## src/sv/cmpmp_pkg.sv

```systemverilog
`timescale 1ns / 1ps

package cmpmp_pkg;

  localparam int unsigned DIM_DEF = 9;

  localparam int unsigned RC_W    = 4;
  localparam int unsigned STEPS_W = 28;
  localparam int unsigned WAYS_W  = 30;

  localparam logic [STEPS_W-1:0] INF_STEPS = 28'd200000000;
  localparam logic [WAYS_W-1:0]  WAYS_MOD  = 30'd1000000007;

  // Barrett constant floor(2^60 / WAYS_MOD), fits in 31 bits
  localparam logic [63:0] BARRETT_FULL = (64'd1 << 60) / 64'd1000000007;
  localparam logic [30:0] BARRETT_M    = 31'(BARRETT_FULL);

  // stages from memory output register to accumulator write
  localparam int unsigned MAC_LAT = 7;

  typedef enum logic [1:0] {
    FUNC_LOAD  = 2'd0,
    FUNC_MUL   = 2'd1,
    FUNC_READ  = 2'd2,
    FUNC_RESET = 2'd3
  } func_e;

  typedef struct packed {
    logic [STEPS_W-1:0] steps;
    logic [WAYS_W-1:0]  ways;
  } elem_t;

  localparam elem_t ELEM_ZERO = '{steps: INF_STEPS, ways: '0};
  localparam elem_t ELEM_ONE  = '{steps: '0, ways: 30'd1};

  typedef struct packed {
    func_e              func;
    logic [RC_W-1:0]    row;
    logic [RC_W-1:0]    col;
    logic [STEPS_W-1:0] steps_in;
    logic [WAYS_W-1:0]  ways_in;
  } req_t;

  typedef struct packed {
    logic [STEPS_W-1:0] steps_out;
    logic [WAYS_W-1:0]  ways_out;
  } rsp_t;

  // tag riding along with one multiply-accumulate
  typedef struct packed {
    logic vld;
    logic first;
    logic last;
  } mac_tag_t;

endpackage

```

## src/sv/cmpmp_seq.sv

```systemverilog
`timescale 1ns / 1ps

module cmpmp_seq import cmpmp_pkg::*; #(
  parameter  int unsigned DIM     = DIM_DEF,
  localparam int unsigned A_W     = $clog2(DIM * DIM),
  localparam int unsigned CNT_W   = $clog2(DIM),
  localparam int unsigned DRAIN_W = $clog2(MAC_LAT)
) (
  input  logic           clk_i,
  input  logic           rst_ni,
  input  logic           go_i,
  output logic           busy_o,
  output logic           bank_o,
  output mac_tag_t       tag_o,
  output logic           diag_o,
  output logic [A_W-1:0] op_addr_o,
  output logic [A_W-1:0] prod_addr_o,
  output logic [A_W-1:0] dst_addr_o
);

  typedef enum logic [2:0] {
    S_IDLE  = 3'b001,
    S_RUN   = 3'b010,
    S_DRAIN = 3'b100
  } state_e;

  localparam logic [CNT_W-1:0]   CNT_LAST = CNT_W'(DIM - 1);
  localparam logic [DRAIN_W-1:0] DRAIN_LD = DRAIN_W'(MAC_LAT - 1);

  state_e             state_q, state_d;
  logic [CNT_W-1:0]   i_q, i_d;
  logic [CNT_W-1:0]   j_q, j_d;
  logic [CNT_W-1:0]   k_q, k_d;
  logic [DRAIN_W-1:0] drain_q, drain_d;
  logic               bank_q, bank_d;

  // k innermost, then j, then i
  always_comb begin
    state_d = state_q;
    i_d     = i_q;
    j_d     = j_q;
    k_d     = k_q;
    drain_d = drain_q;
    bank_d  = bank_q;
    case (state_q)
      S_IDLE: begin
        if (go_i) begin
          state_d = S_RUN;
          i_d     = '0;
          j_d     = '0;
          k_d     = '0;
        end
      end
      S_RUN: begin
        if (k_q == CNT_LAST) begin
          k_d = '0;
          if (j_q == CNT_LAST) begin
            j_d = '0;
            if (i_q == CNT_LAST) begin
              state_d = S_DRAIN;
              drain_d = DRAIN_LD;
            end else begin
              i_d = i_q + 1'b1;
            end
          end else begin
            j_d = j_q + 1'b1;
          end
        end else begin
          k_d = k_q + 1'b1;
        end
      end
      S_DRAIN: begin
        if (drain_q == '0) begin
          state_d = S_IDLE;
          bank_d  = ~bank_q;
        end else begin
          drain_d = drain_q - 1'b1;
        end
      end
      default: begin
        state_d = S_IDLE;
      end
    endcase
  end

  always_ff @(posedge clk_i or negedge rst_ni) begin
    if (!rst_ni) begin
      state_q <= S_IDLE;
      i_q     <= '0;
      j_q     <= '0;
      k_q     <= '0;
      drain_q <= '0;
      bank_q  <= 1'b0;
    end else begin
      state_q <= state_d;
      i_q     <= i_d;
      j_q     <= j_d;
      k_q     <= k_d;
      drain_q <= drain_d;
      bank_q  <= bank_d;
    end
  end

  assign busy_o      = (state_q != S_IDLE);
  assign bank_o      = bank_q;
  assign tag_o       = '{vld: (state_q == S_RUN), first: (k_q == '0), last: (k_q == CNT_LAST)};
  assign diag_o      = (k_q == j_q);
  assign op_addr_o   = A_W'(i_q * DIM + k_q);
  assign prod_addr_o = A_W'(k_q * DIM + j_q);
  assign dst_addr_o  = A_W'(i_q * DIM + j_q);

`ifndef SYNTHESIS
  a_bank_flip: assert property (@(posedge clk_i) disable iff (!rst_ni)
    !$stable(bank_q) |-> $past(state_q == S_DRAIN && drain_q == '0))
    else $error("bank flipped outside end of drain");

  a_busy_rise: assert property (@(posedge clk_i) disable iff (!rst_ni)
    $rose(busy_o) |-> $past(go_i))
    else $error("sequencer started without a multiply word");
`endif

endmodule
```

## config.mk

```make
export PLATFORM = sky130hd
export DESIGN_NAME = cmpmp_seq
export DESIGN_NICKNAME = d
export VERILOG_FILES = /design/src/sv/cmpmp_pkg.sv /design/src/sv/cmpmp_seq.sv
export SDC_FILE = /design/constraint.sdc
export NUM_CORES = 1
export LEC_CHECK = 0
export CORE_AREA = 2 2 71 73
export DETAILED_ROUTE_END_ITERATION = 10
export DIE_AREA = 0 0 73 75
export DONT_BUFFER_PORTS = 1
export PLACE_DENSITY_LB_ADDON = 0.05
export SLEW_MARGIN = 5
export SYNTH_ARGS = -nofsm -noshare
export SYNTH_HDL_FRONTEND = slang
export SYNTH_SLANG_ARGS = --single-unit
export TNS_END_PERCENT = 30
```

## constraint.sdc

```tcl
create_clock -name clk_i -period 2.9 [get_ports clk_i]
set_clock_uncertainty 0.05 [all_clocks]
set_input_delay 0.29 -clock clk_i [delete_from_list [all_inputs] [get_ports clk_i]]
set_output_delay 0.29 -clock clk_i [all_outputs]
set_load 0.1 [all_outputs]
```

# After elaboration in Yosys (flattened, before gate mapping)
# Cells that the tools add are included.
# totals
ff_bits	19
in_bits	3
# op_classes
eq_ne	15
add_sub_neg	7
n_bitwise	1
n_reduce_logical	10
multipliers	2
mux	21
# op_table
cell	count
$mux 4	7
$mux 3	9
$pmux 4 s2	3
$add 7x4->7	3
$reduce_and 5->1	3
$mul 4x4->7 const B	2
$add 4x1->4 const B	3
$eq 4x4->1 const B	3
$ne 2x2->1 const B	5
$pmux 3 s3	1
$pmux 3 s2	1
$eq 4x4->1	1
$logic_not 4->1	1
$ne 2x1->1 const B	2
$reduce_and 2->1	2
$reduce_bool 2->1	2
$eq 3x1->1 const B	1
$eq 3x2->1 const B	1
$eq 3x3->1 const B	1
$logic_not 3->1	1
$ne 3x1->1 const B	1
$reduce_and 3->1	1
$sub 3x1->3 const B	1
$not 1->1	1

# Logic depth before layout (Yosys ltp)
# logic_depth
depth_word	5
ltp_mapped	8
mapped_depth_nobuf	8

# Worst setup path before layout
# Ideal clock, no wire load.
# synth_path
path_kind	reg2out
start	register j_q[0]
end	output diag_o
stages_incl_launch_ff	3
required_time_ns	2.560
arrival_ns	4.131
slack_ns	-1.571
cell_sequence	dfrtp_1 ha_1 nor4_1
# synth_between
elab_chain_cells	1
# synth_lines
element	line	text
start: declaration	cmpmp_seq.sv:32	logic [CNT_W-1:0] j_q, j_d;
start signal: assignment	cmpmp_seq.sv:97	j_q <= j_d;
$eq 4x4->1	cmpmp_seq.sv:107	assign diag_o = (k_q == j_q);
end: declaration	cmpmp_seq.sv:15	output logic diag_o,
# No other way between the ends.

# Final worst setup path
# layout_path
start	register k_q[0]
end	output prod_addr_o[5]
# layout_between
elab_chain_cells	2
# layout_lines
element	line	text
start: declaration	cmpmp_seq.sv:33	logic [CNT_W-1:0] k_q, k_d;
start signal: assignment	cmpmp_seq.sv:98	k_q <= k_d;
$mul 4x4->7	cmpmp_seq.sv:109	assign prod_addr_o = A_W'(k_q * DIM + j_q);
$add 7x4->7	cmpmp_seq.sv:109	
end: declaration	cmpmp_seq.sv:17	output logic [A_W-1:0] prod_addr_o,
# No other way between the ends.

==> impl_metrics.toml <==
[synthesis]
ys_seq_area_frac = 0.272
syn-num-nets = 223
yosys.area.top_type_share = 0.257
synth_warnings = 0
yosys.area.top_type = "dfrtp_1"
ys_top_cells_by_count = "ha_1, dfrtp_1, nor2_1"
synth.avg_cell_area_um2 = 9.39
synth_area_um2 = 1760
synth_cell_types = 40
ys.flop_type = "dfrtp_1"
yosys-top-cells-area = "dfrtp_1, ha_1, xnor2_1, fa_1, nor2_1"
synth_most_common_cell = "ha_1"
synth_edf_count = 0
ys_seq_elements = 19
async_reset_ff_frac = 1.00
synth_cells = 187

[drt]
ant_nets = 0
dr.pass1.iters = 4
wl_per_cell_um = 14.3
routed_wl_mm = 3.87
drt_iter0_markers = 36
drc = 0
viasPerCell = 5.27
via_count = 1424

[cells_and_area]
final_layout_size_suffix_gt1_frac = 0.301
fin_cells = 270
antenna_cells = 0
final_nets = 253
stdcell_area_um2 = 2300
syn_to_final_growth_pct = 30.8

[timing]
rsz0062_at_grt = "false"
worst_pin_slew_ns = 1.02
setup_viol = 0
min_period_ns = 2.76
max_freq_mhz = 363
maxSlewHeadroom = 0.323
finalMaxSlewViolations = 0
hold_viol_final = 0
finalCritPeriodShare = 0.950

[clocking]
tritoncts = "yes"
clock_path_buffers = 2
clk_pin_slew_ns = 0.07
cts-htree-levels = 1
cts.sinks = 19
clk_latency_ns = 0.26
root_buffer = "clkbuf_8"
cts_buffers = 3

[floorplanning]
initial_utilization = 0.377
chipWidth_um = 73
dieArea_um2 = 5480
core.rowCount = 25
ios = 30
core_um2 = 4660
fp.dieH_um = 75

[global_routing]
grtUsageTotal = 0.156
grt_pass1_wl_mm = 6.62
globalRouteOverflowTotal = 0
antenna_found_initial = 0
grt_max_degree = 20
grt_pass1_vias = 1447

[job]
drv_cap = 0

[placement]
port_buffers = 0
gp_congestion = 0.777
dpl_cell_area_um2 = 2190
hpwl_mm = 3.15
dp.cells = 265

[run_status]
status = "finished, final reports clean"

[worst_setup_path]
worstSetupPathType = "reg -> out"
cp_max_fo = 7
rrSetupSlack_ns = 0.67
cp.arrival_ns = 2.42
cp.required_ns = 2.56
r2r-end = "i_q[3]$_DFFE_PN0P_"
end_kind = "output pin"
r2r-start = "k_q[0]$_DFFE_PN0P_"
worstSetupStartpointType = "flop"
rr_worst_depth = 6

[min_path]
hp-class = "in -> reg"
whs_endpoint = "state_q[1]$_DFFE_PN0P_"
hold_depth = 3
hold_start = "go_i"
[worst max-delay path, stage by stage, from the launching register on]
cell and delay, ns:
dfrtp_2 0.46, ha_1 0.31, ha_1 0.32, ha_4 0.27
nor2b_1 0.13, o21ai_0 0.15, nand2_1 0.15, xor2_4 0.18
buf_12 0.19
[layout make-up]
type	instances	area, µm²
flip-flops and latches	19	480
fillers	448	2360
well taps	54	67.6
inverters	16	60.1
repair buffers	28	274
clock buffers	4	45.0
multi-input cells	149	1370
[metal layers]
metal  vias up  share of wire  global-route usage
li1        709              -                   -
met4         0          0.013              0.0556
met5         -              0                   0
met2        26           0.52               0.297
met3         5          0.022              0.0134
met1       684           0.44               0.181
[cells by family (layout without fill, tap and decap cells)]
group / after synthesis / in the layout / synth area share
XOR/XNOR: 18 / 18 / 0.0898
multiplexers: 4 / 4 / 0.0249
AO/OA/AOI/OAI: 36 / 36 / 0.135
buffers and inverters: 19 / 48 / 0.0535
flip-flops: 19 / 19 / 0.272
AND/OR/NAND/NOR: 58 / 58 / 0.177
adder cells (fa/ha/maj): 33 / 33 / 0.248
[timing repair]
item	CTS	global route
pin swaps	0	1
hold buffers	1	0
cloned	0	0
hold endpoints to repair	19	0
gates resized for setup	1	9
buffers inserted	0	0
setup endpoints to repair	1	5
[layout by cell type, fill, tap and decap left out, drive strengths merged]
cell type,count
a211o,2
a211oi,2
a21o,5
a21oi,10
a22o,2
and2b,1
and3b,2
buf,27
clkbuf,4
dfrtp,18
dfstp,1
dlygate4sd3,1
fa,3
ha,30
inv,16
mux2,3
mux2i,1
nand2,11
nand2b,2
nand3,5
nand3b,2
nand4,3
nor2,16
nor2b,4
nor3,4
nor3b,4
nor4,1
o211ai,1
o21a,2
o21ai,9
o21bai,1
o31ai,1
o41ai,1
or3b,1
or4,2
xnor2,12
xor2,6
[stage by stage]
step / setup slack (ns) / hold WS [ns] / setup TNS, ns / util
2_1_floorplan: -0.498 / -0.0556 / -2.92 / -
5_1_grt: 0.0242 / 0.270 / 0 / 0.493
3_3_place_gp: 0.340 / -0.0552 / 0 / 0.469
3_5_place_dp: 0.292 / -0.0552 / 0 / 0.469
6_report: 0.144 / 0.248 / 0 / 0.493
4_1_cts: 0.00929 / 0.247 / 0 / 0.481
[sequential cells by signal (all words and copies together) (netlist names)]
register and cells:
i_q 4, j_q 4, k_q 4, drain_q 3, state_q 3, bank_o 1
[worst max path at each step]
stage	to	depth (start not counted)	startpoint
3_3_place_gp	prod_addr_o[5]	9	j_q[1]$_DFFE_PN0P_
2_1_floorplan	prod_addr_o[4]	6	k_q[0]$_DFFE_PN0P_
5_1_grt	prod_addr_o[5]	8	k_q[0]$_DFFE_PN0P_
3_5_place_dp	prod_addr_o[5]	9	k_q[1]$_DFFE_PN0P_
4_1_cts	prod_addr_o[5]	9	j_q[1]$_DFFE_PN0P_
6_report	prod_addr_o[5]	8	k_q[0]$_DFFE_PN0P_
Power is left out: the tool's default activity adds up to more than one toggle a clock period on the data nets, which glitch-free logic cannot reach.
