--- config.mk ---
export PLATFORM = sky130hd
export DESIGN_NAME = cmpmp_mac
export DESIGN_NICKNAME = d
export VERILOG_FILES = /design/src/sv/cmpmp_pkg.sv /design/src/sv/cmpmp_mac.sv
export SDC_FILE = /design/constraint.sdc
export NUM_CORES = 2
export LEC_CHECK = 0
export BUFFER_PORTS_ARGS = -buffer_cell sky130_fd_sc_hd__buf_2
export CAP_MARGIN = 15
export CORE_ASPECT_RATIO = 1.75
export CORE_MARGIN = 2
export CORE_UTILIZATION = 66
export CTS_CLUSTER_SIZE = 25
export DETAILED_ROUTE_END_ITERATION = 16
export PLACE_DENSITY_LB_ADDON = 0.12
export SYNTH_ARGS = -nofsm -noshare
export SYNTH_HDL_FRONTEND = slang
export SYNTH_SLANG_ARGS = --single-unit
--- constraint.sdc ---
create_clock -name clk_i -period 9.66 [get_ports clk_i]
set_clock_uncertainty 0.15 [all_clocks]
set_input_delay 1.932 -clock clk_i [delete_from_list [all_inputs] [get_ports clk_i]]
set_output_delay 1.932 -clock clk_i [all_outputs]
set_load 0.01 [all_outputs]
--- src/sv/cmpmp_pkg.sv ---
`timescale 1ns / 1ps

package cmpmp_pkg;

  localparam int unsigned DIM_DEF = 9;

  localparam int unsigned RC_W    = 4;
  localparam int unsigned STEPS_W = 28;
  localparam int unsigned WAYS_W  = 30;

  localparam logic [STEPS_W-1:0] INF_STEPS = 28'd200000000;
  localparam logic [WAYS_W-1:0]  WAYS_MOD  = 30'd1000000007;

  // Barrett constant floor(2^60 / WAYS_MOD), fits in 31 bits
  localparam logic [63:0] BARRETT_FULL = (64'd1 << 60) / 64'd1000000007;
  localparam logic [30:0] BARRETT_M    = 31'(BARRETT_FULL);

  // stages from memory output register to accumulator write
  localparam int unsigned MAC_LAT = 7;

  typedef enum logic [1:0] {
    FUNC_LOAD  = 2'd0,
    FUNC_MUL   = 2'd1,
    FUNC_READ  = 2'd2,
    FUNC_RESET = 2'd3
  } func_e;

  typedef struct packed {
    logic [STEPS_W-1:0] steps;
    logic [WAYS_W-1:0]  ways;
  } elem_t;

  localparam elem_t ELEM_ZERO = '{steps: INF_STEPS, ways: '0};
  localparam elem_t ELEM_ONE  = '{steps: '0, ways: 30'd1};

  typedef struct packed {
    func_e              func;
    logic [RC_W-1:0]    row;
    logic [RC_W-1:0]    col;
    logic [STEPS_W-1:0] steps_in;
    logic [WAYS_W-1:0]  ways_in;
  } req_t;

  typedef struct packed {
    logic [STEPS_W-1:0] steps_out;
    logic [WAYS_W-1:0]  ways_out;
  } rsp_t;

  // tag riding along with one multiply-accumulate
  typedef struct packed {
    logic vld;
    logic first;
    logic last;
  } mac_tag_t;

endpackage

--- src/sv/cmpmp_mac.sv ---
`timescale 1ns / 1ps

module cmpmp_mac import cmpmp_pkg::*; #(
  parameter  int unsigned DIM = DIM_DEF,
  localparam int unsigned A_W = $clog2(DIM * DIM)
) (
  input  logic           clk_i,
  input  logic           rst_ni,
  // issue cycle
  input  mac_tag_t       tag_i,
  input  logic [A_W-1:0] dst_i,
  // the cycle after issue
  input  elem_t          op_i,
  input  elem_t          prod_i,
  // result write
  output logic           wr_en_o,
  output logic [A_W-1:0] wr_addr_o,
  output elem_t          wr_data_o
);

  function automatic elem_t sr_add(elem_t a, elem_t b);
    elem_t             r;
    logic [WAYS_W:0]   w;
    w = {1'b0, a.ways} + {1'b0, b.ways};
    if (a.steps < b.steps) begin
      r = a;
    end else if (a.steps > b.steps) begin
      r = b;
    end else begin
      r.steps = a.steps;
      r.ways  = (w >= {1'b0, WAYS_MOD}) ? WAYS_W'(w - {1'b0, WAYS_MOD}) : w[WAYS_W-1:0];
    end
    return r;
  endfunction

  mac_tag_t           tag_q [MAC_LAT];
  logic [A_W-1:0]     dst_q [MAC_LAT];
  logic [STEPS_W-1:0] st_q  [MAC_LAT-1];

  logic [STEPS_W:0]   st_sum;
  logic [STEPS_W-1:0] st_d;
  logic [59:0]        x_d;
  logic [61:0]        t_d;
  logic [31:0]        qp_d;
  logic [31:0]        r4_d;
  logic [31:0]        r5_d;
  logic [30:0]        r6_d;

  logic [59:0] x_q;
  logic [30:0] q_q;
  logic [31:0] xlo2_q;
  logic [31:0] qp_q;
  logic [31:0] xlo3_q;
  logic [31:0] r4_q;
  logic [30:0] r5_q;
  logic [29:0] r6_q;

  elem_t acc_q;
  elem_t in_e;
  elem_t acc_d;

  // stage 1: step sum with saturation, raw way product
  assign st_sum = {1'b0, op_i.steps} + {1'b0, prod_i.steps};
  assign st_d   = (st_sum > {1'b0, INF_STEPS}) ? INF_STEPS : st_sum[STEPS_W-1:0];
  assign x_d    = op_i.ways * prod_i.ways;

  // stage 2: Barrett quotient estimate
  assign t_d  = x_q[59:29] * BARRETT_M;
  // stage 3: quotient times modulus, low word only
  assign qp_d = 32'(q_q) * 32'(WAYS_MOD);
  // stage 4: remainder below 3 * modulus
  assign r4_d = xlo3_q - qp_q;
  // stages 5 and 6: two conditional subtracts
  assign r5_d = (r4_q >= 32'(WAYS_MOD)) ? r4_q - 32'(WAYS_MOD) : r4_q;
  assign r6_d = (r5_q >= 31'(WAYS_MOD)) ? r5_q - 31'(WAYS_MOD) : r5_q;

  always_ff @(posedge clk_i) begin
    x_q    <= x_d;
    q_q    <= t_d[61:31];
    xlo2_q <= x_q[31:0];
    qp_q   <= qp_d;
    xlo3_q <= xlo2_q;
    r4_q   <= r4_d;
    r5_q   <= r5_d[30:0];
    r6_q   <= r6_d[29:0];
    st_q[0]  <= st_d;
    dst_q[0] <= dst_i;
    for (int s = 1; s < MAC_LAT - 1; s++) begin
      st_q[s] <= st_q[s-1];
    end
    for (int s = 1; s < MAC_LAT; s++) begin
      dst_q[s] <= dst_q[s-1];
    end
    if (tag_q[MAC_LAT-1].vld) begin
      acc_q <= acc_d;
    end
  end

  always_ff @(posedge clk_i or negedge rst_ni) begin
    if (!rst_ni) begin
      for (int s = 0; s < MAC_LAT; s++) begin
        tag_q[s] <= '0;
      end
    end else begin
      tag_q[0] <= tag_i;
      for (int s = 1; s < MAC_LAT; s++) begin
        tag_q[s] <= tag_q[s-1];
      end
    end
  end

  // accumulate along k, first term starts fresh
  assign in_e  = '{steps: st_q[MAC_LAT-2], ways: r6_q};
  assign acc_d = tag_q[MAC_LAT-1].first ? in_e : sr_add(acc_q, in_e);

  assign wr_en_o   = tag_q[MAC_LAT-1].vld && tag_q[MAC_LAT-1].last;
  assign wr_addr_o = dst_q[MAC_LAT-1];
  assign wr_data_o = acc_d;

`ifndef SYNTHESIS
  a_wr_reduced: assert property (@(posedge clk_i) disable iff (!rst_ni)
    wr_en_o |-> (wr_data_o.ways < WAYS_MOD) && (wr_data_o.steps <= INF_STEPS))
    else $error("product entry written out of range");
`endif

endmodule

Word level (Yosys, flattened, before mapping)
Memory sizes are Yosys's and may differ from the RTL's.
Index checks and enable logic that the tools add are counted.
- word-level logic and storage cells: 56
- output and inout port bits: 66
- bits in writable memories: 217
- latch bits: 0
- bits in registers: 359
- bits in read-only memories: 0
- bits of input ports: 128
- memories: 2
- div/mod/pow operators: 0
- multiplexer cells: 7
- $mul: 3
- magnitude comparators: 6
- bitwise operators: 0
- equality and inequality tests: 0
- $add $sub $neg: 6
- reduce and logical (&&, ||, !) cells: 1
- shift-type cells: 0
- memory list (name ; words ; bits a word ; read ports ; clocked after memory_dff ; wr ports ; line ; text):
    st_q ; 6 ; 28 ; 6 ; 0 ; 6 ; cmpmp_mac.sv:38 ; logic [STEPS_W-1:0] st_q [MAC_LAT-1];
    dst_q ; 7 ; 7 ; 7 ; 0 ; 7 ; cmpmp_mac.sv:37 ; logic [A_W-1:0] dst_q [MAC_LAT];
- operators with widths (cell ; number):
    58-bit two-way mux ; 3
    31-bit by 30-bit >= comparator with 1-bit output, second input constant ; 2
    30-bit by 30-bit multiplier with 60-bit output ; 1
    30-bit two-way mux ; 2
    30-bit subtractor, second input constant ; 2
    31-bit by 28-bit multiplier with 59-bit output, second input constant ; 1
    32-bit by 30-bit >= comparator with 1-bit output, second input constant ; 1
    31-bit by 30-bit multiplier with 32-bit output, second input constant ; 1
    32-bit subtractor ; 1
    30-bit by 30-bit adder with 31-bit output ; 1
    31-bit two-way mux ; 1
    31-bit by 30-bit subtractor with 31-bit output, second input constant ; 1
    28-bit by 28-bit adder with 29-bit output ; 1
    29-bit by 28-bit > comparator with 1-bit output, second input constant ; 1
    28-bit > comparator ; 1
    28-bit less-than comparator ; 1
    28-bit two-way mux ; 1
    1-bit logical AND ; 1

Longest topological paths before layout
- depth after elaboration: 6
- depth in mapped cells: 31
- mapped depth without buffers: 30

Worst setup path after synthesis
OpenSTA, ideal clock, no wires.
- path type: input to register
- from: input op_i[13] (netlist name)
- to: register x_q[55]
- stages: 29
- data required time: 9.390 ns
- data arrival time: 8.860 ns
- slack: 0.530 ns
- library setup time: 0.120 ns
- buffers on the path: 1
- cell sequence: clkbuf_1 > and2_1 > fa_1 > fa_1 > fa_1 > inv_1 > fa_1 > inv_1 > fa_1 > inv_1 > fa_1 > inv_1 > fa_1 > inv_1 > fa_1 > inv_1 > ha_1 > a21o_1 > o21bai_1 > a21o_1 > a21oi_1 > o221ai_1 > o21ai_0 > a21oi_1 > o311ai_0 > a21oi_1 > nor3_1 > o21ai_0 > xnor2_1
- word-level cells in the longest chain between the ends: 1
- RTL lines (what ; line ; text):
    start: declaration ; cmpmp_mac.sv:13 ; input elem_t op_i,
    30-bit by 30-bit multiplier with 60-bit output ; cmpmp_mac.sv:65 ; assign x_d = op_i.ways * prod_i.ways;
    named net x_d[55] ; cmpmp_mac.sv:42 ; logic [59:0] x_d;
    end signal: assignment ; cmpmp_mac.sv:78 ; x_q <= x_d;
    end: declaration ; cmpmp_mac.sv:49 ; logic [59:0] x_q;
The timed path passes the listed nets, and every way through them passes these cells.
A chain may end at the register's enable or synchronous reset.

Worst setup path in the final report
- from: input prod_i[3] (netlist name)
- to: register x_q[58]
- word-level cells in the longest chain between the ends: 1
- RTL lines (what ; line ; text):
    start: declaration ; cmpmp_mac.sv:14 ; input elem_t prod_i,
    30-bit by 30-bit multiplier with 60-bit output ; cmpmp_mac.sv:65 ;
    named net x_d[58] ; cmpmp_mac.sv:42 ;
The timed path passes the listed nets, and every way through them passes these cells.

==> metrics.txt <==
status finished clean; Slowest Stage Delay on Critical Path 0.71 ns; first-pass GRT wire length 293,000 um; cell chosen for the clock root clkbuf_16; global route hottest layer met2; synth unique cells around 90; sequential share of the synthesized area 17.4%; WHS Endpoint dst_q[1][1]; via count 49,700; Yosys reg bits around 580; routed vias/inst 5.70; WP data required 10.00 ns; largest family of logic cells by synthesized area adder cells; number of max-cap violations 0; DRT Pass-1 Iters 7; WL final 185,000 um; hold-fix buffers at CTS 0; Worst EP arrival 9.74 ns; Area Growth Syn to Fin 7.39%; crit share post-route 97.4%; top cells by area, synth fa_1 35%, ha_1 16%, dfxtp_1 14%, inv_1 8.2%, and2_1 4.8%; Commonest cells post-synth 1,528 x inv_1, 1,226 x fa_1, 882 x ha_1; Fmax 0.106 GHz; XOR/XNOR share of the synthesized area under 10%; post-synthesis mux area share 0.0428%; Initial DRC Count 2,332; cts bufs inserted between 50 and 60; Hold Vio Cnt, Final 0; RSZ-0062 raised after global routing false; adder-cell share of the synthesized area roughly 51%; Worst setup EP type register; mapped cell area approximately 70,000 um2; M3 GR Usage 4.82%; # DRC 0; CP most frequent cell fa_1; met1 Use GR between 30% and 40%; r2r startpoint x_q[39]; number of synthesized flops with an enable pin 58; core box area 106,000 um2; clock transition at the registers of the reported paths about 0.070 ns; Hold/Removal Path Class register to register; Post-Syn Instances 7,104; Worst-Margin Slew 1.09 ns; routing usage on met2 66.0%; initial core utilization about 66%; Post-Syn Nets 9,340; GR Util All Layers a little over a third; H-tree levels 2; largest area contributor in the netlist fa_1; std cell rows 158; CTS tree yes; Setup Buffers After CTS 0; Synth Flop Type dfxtp_1; design area 75,300 um2; reg-to-reg slack, setup 0.74 ns; initial antenna violation count 20; worst-path fanout max 27; largest net degree at the start of global routing 60; crit path launch type input port; # nets final 9,551; fill count 8,243; Critical-path top delay cell fa_1; chip width between 200 and 300 um; worst hold start dst_q[0][1]; Slew HR ~27%; layout cell share with drive strength beyond 1 7.20%; Syn Area/Cell 9.87 um2; setup violators final 0; num ports 194; vias in the first global route roughly 56,000; synth warn 0; deepest clock path buffer count 3; Worst Setup Path Type input port to register; Final Max Tran Viols 0; count leader, synth inv_1; count of input and output buffers 193; Worst R2R Path Depth 22; CTS resizes 0; complex-gate fraction of the synthesized area ~7.1%; asr flop ratio synth 3.65%; reg-to-reg endpoint q_q[30]; simple-gate share of the synthesized area a little under an eighth; GP Congestion 1.00; placed inst area approximately 73,000 um2; die height 435 um; hpwl dp 159,000 um; die area 109,000 um2; final global-route overflow total 0; post-detailed-route count of antenna-violating nets 0; later-pin clock latency in the skew report 0.66 ns; hold path cells 0; Yosys top cell area share 35.0%; wire per inst 21.2 um; min Tclk post-route 9.40 ns; CTS sink count 576
## stage by stage
step	std cells	worst slack (ns)	utilization [%]	setup TNS (ns)	hold WS [ns]
2_1_floorplan	7104	0.530	-	0	0.160
3_3_place_gp	8621	-0.211	69.5	-0.601	0.160
3_5_place_dp	8621	-0.304	69.5	-1.45	0.162
4_1_cts	8719	0.354	71.3	0	0.166
5_1_grt	8728	0.0408	71.3	0	0.174
6_report	8731	0.255	71.3	0	0.167
## layout make-up
cell class	count	area, um2	area share (%)
multi-input cells	4760	51200	68.1
flip-flops and latches	576	12200	16.2
clock inverters	38	433	0.575
repair buffers	397	2520	3.35
inverters	1528	5740	7.62
diodes	12	30.0	0.0399
clock buffers	60	1400	1.87
well taps	1360	1700	2.26
## critical path: cells and delay by family
kind                       cells  cell delay [ns]
AOI/OAI and AO/OA              5             1.35
xor gates and xnor gates       1             0.13
adders and majority gates      9             4.49
buffers and inverters          7             0.81
and+or+nand+nor                5             1.03
## worst max path at each step
| stage | cells after the start | start | slack [ns] | end |
|---|---|---|---|---|
| final | 27 | prod_i[3] | 0.26 | x_q[58] |
| after global routing | 27 | prod_i[10] | 0.04 | x_q[58] |
| after CTS | 33 | op_i[13] | 0.35 | x_q[58] |
| after detailed placement | 33 | op_i[13] | -0.30 | x_q[58] |
| after global placement | 33 | op_i[13] | -0.21 | x_q[58] |
| after floorplan | 29 | op_i[13] | 0.53 | x_q[55] |
## cells in the final DEF (no fill, tap or decap), types with 28 or more instances in the layout
master     count
and2_1       538
nand2_1      554
o21a_1        37
edfxtp_1      58
dfxtp_1      497
inv_1       1528
nand3_1       76
o21bai_1      29
a21oi_1      212
a21o_1       105
xnor2_1      167
nor3_1        51
o21ai_0      159
nor2_1       170
nand4_1       32
buf_4        202
fa_1        1226
and3_1        28
xor2_1       110
buf_2        193
nor2b_1       39
nand2b_1      32
ha_1         882
clkbuf_16     54
## state kept, by name, indices dropped and copies added, names as in the netlist
| signal | count |
|---|---|
| xlo3_q | 32 |
| st_q | 168 |
| r4_q | 32 |
| r6_q | 30 |
| r5_q | 31 |
| qp_q | 32 |
| acc_q | 58 |
| x_q | 60 |
| dst_q | 49 |
| q_q | 31 |
| xlo2_q | 32 |
| tag_q | 21 |
## layer usage
layer | vias to the layer above | routed length (um)
met5 | - | 65
met4 | 10 | 18900
met3 | 876 | 8080
met2 | 1632 | 99900
met1 | 24700 | 58400
li1 | 22500 | -
## logic make-up after synthesis
group | after synthesis
compound gates | 768
xor+xnor | 277
fa+ha+maj | 2108
buf+inv | 1768
flops | 576
mux | 3
simple gates | 1604
Power is not shown: default switching activity piles up to over one toggle a cycle in this logic, so the estimate is an artifact.
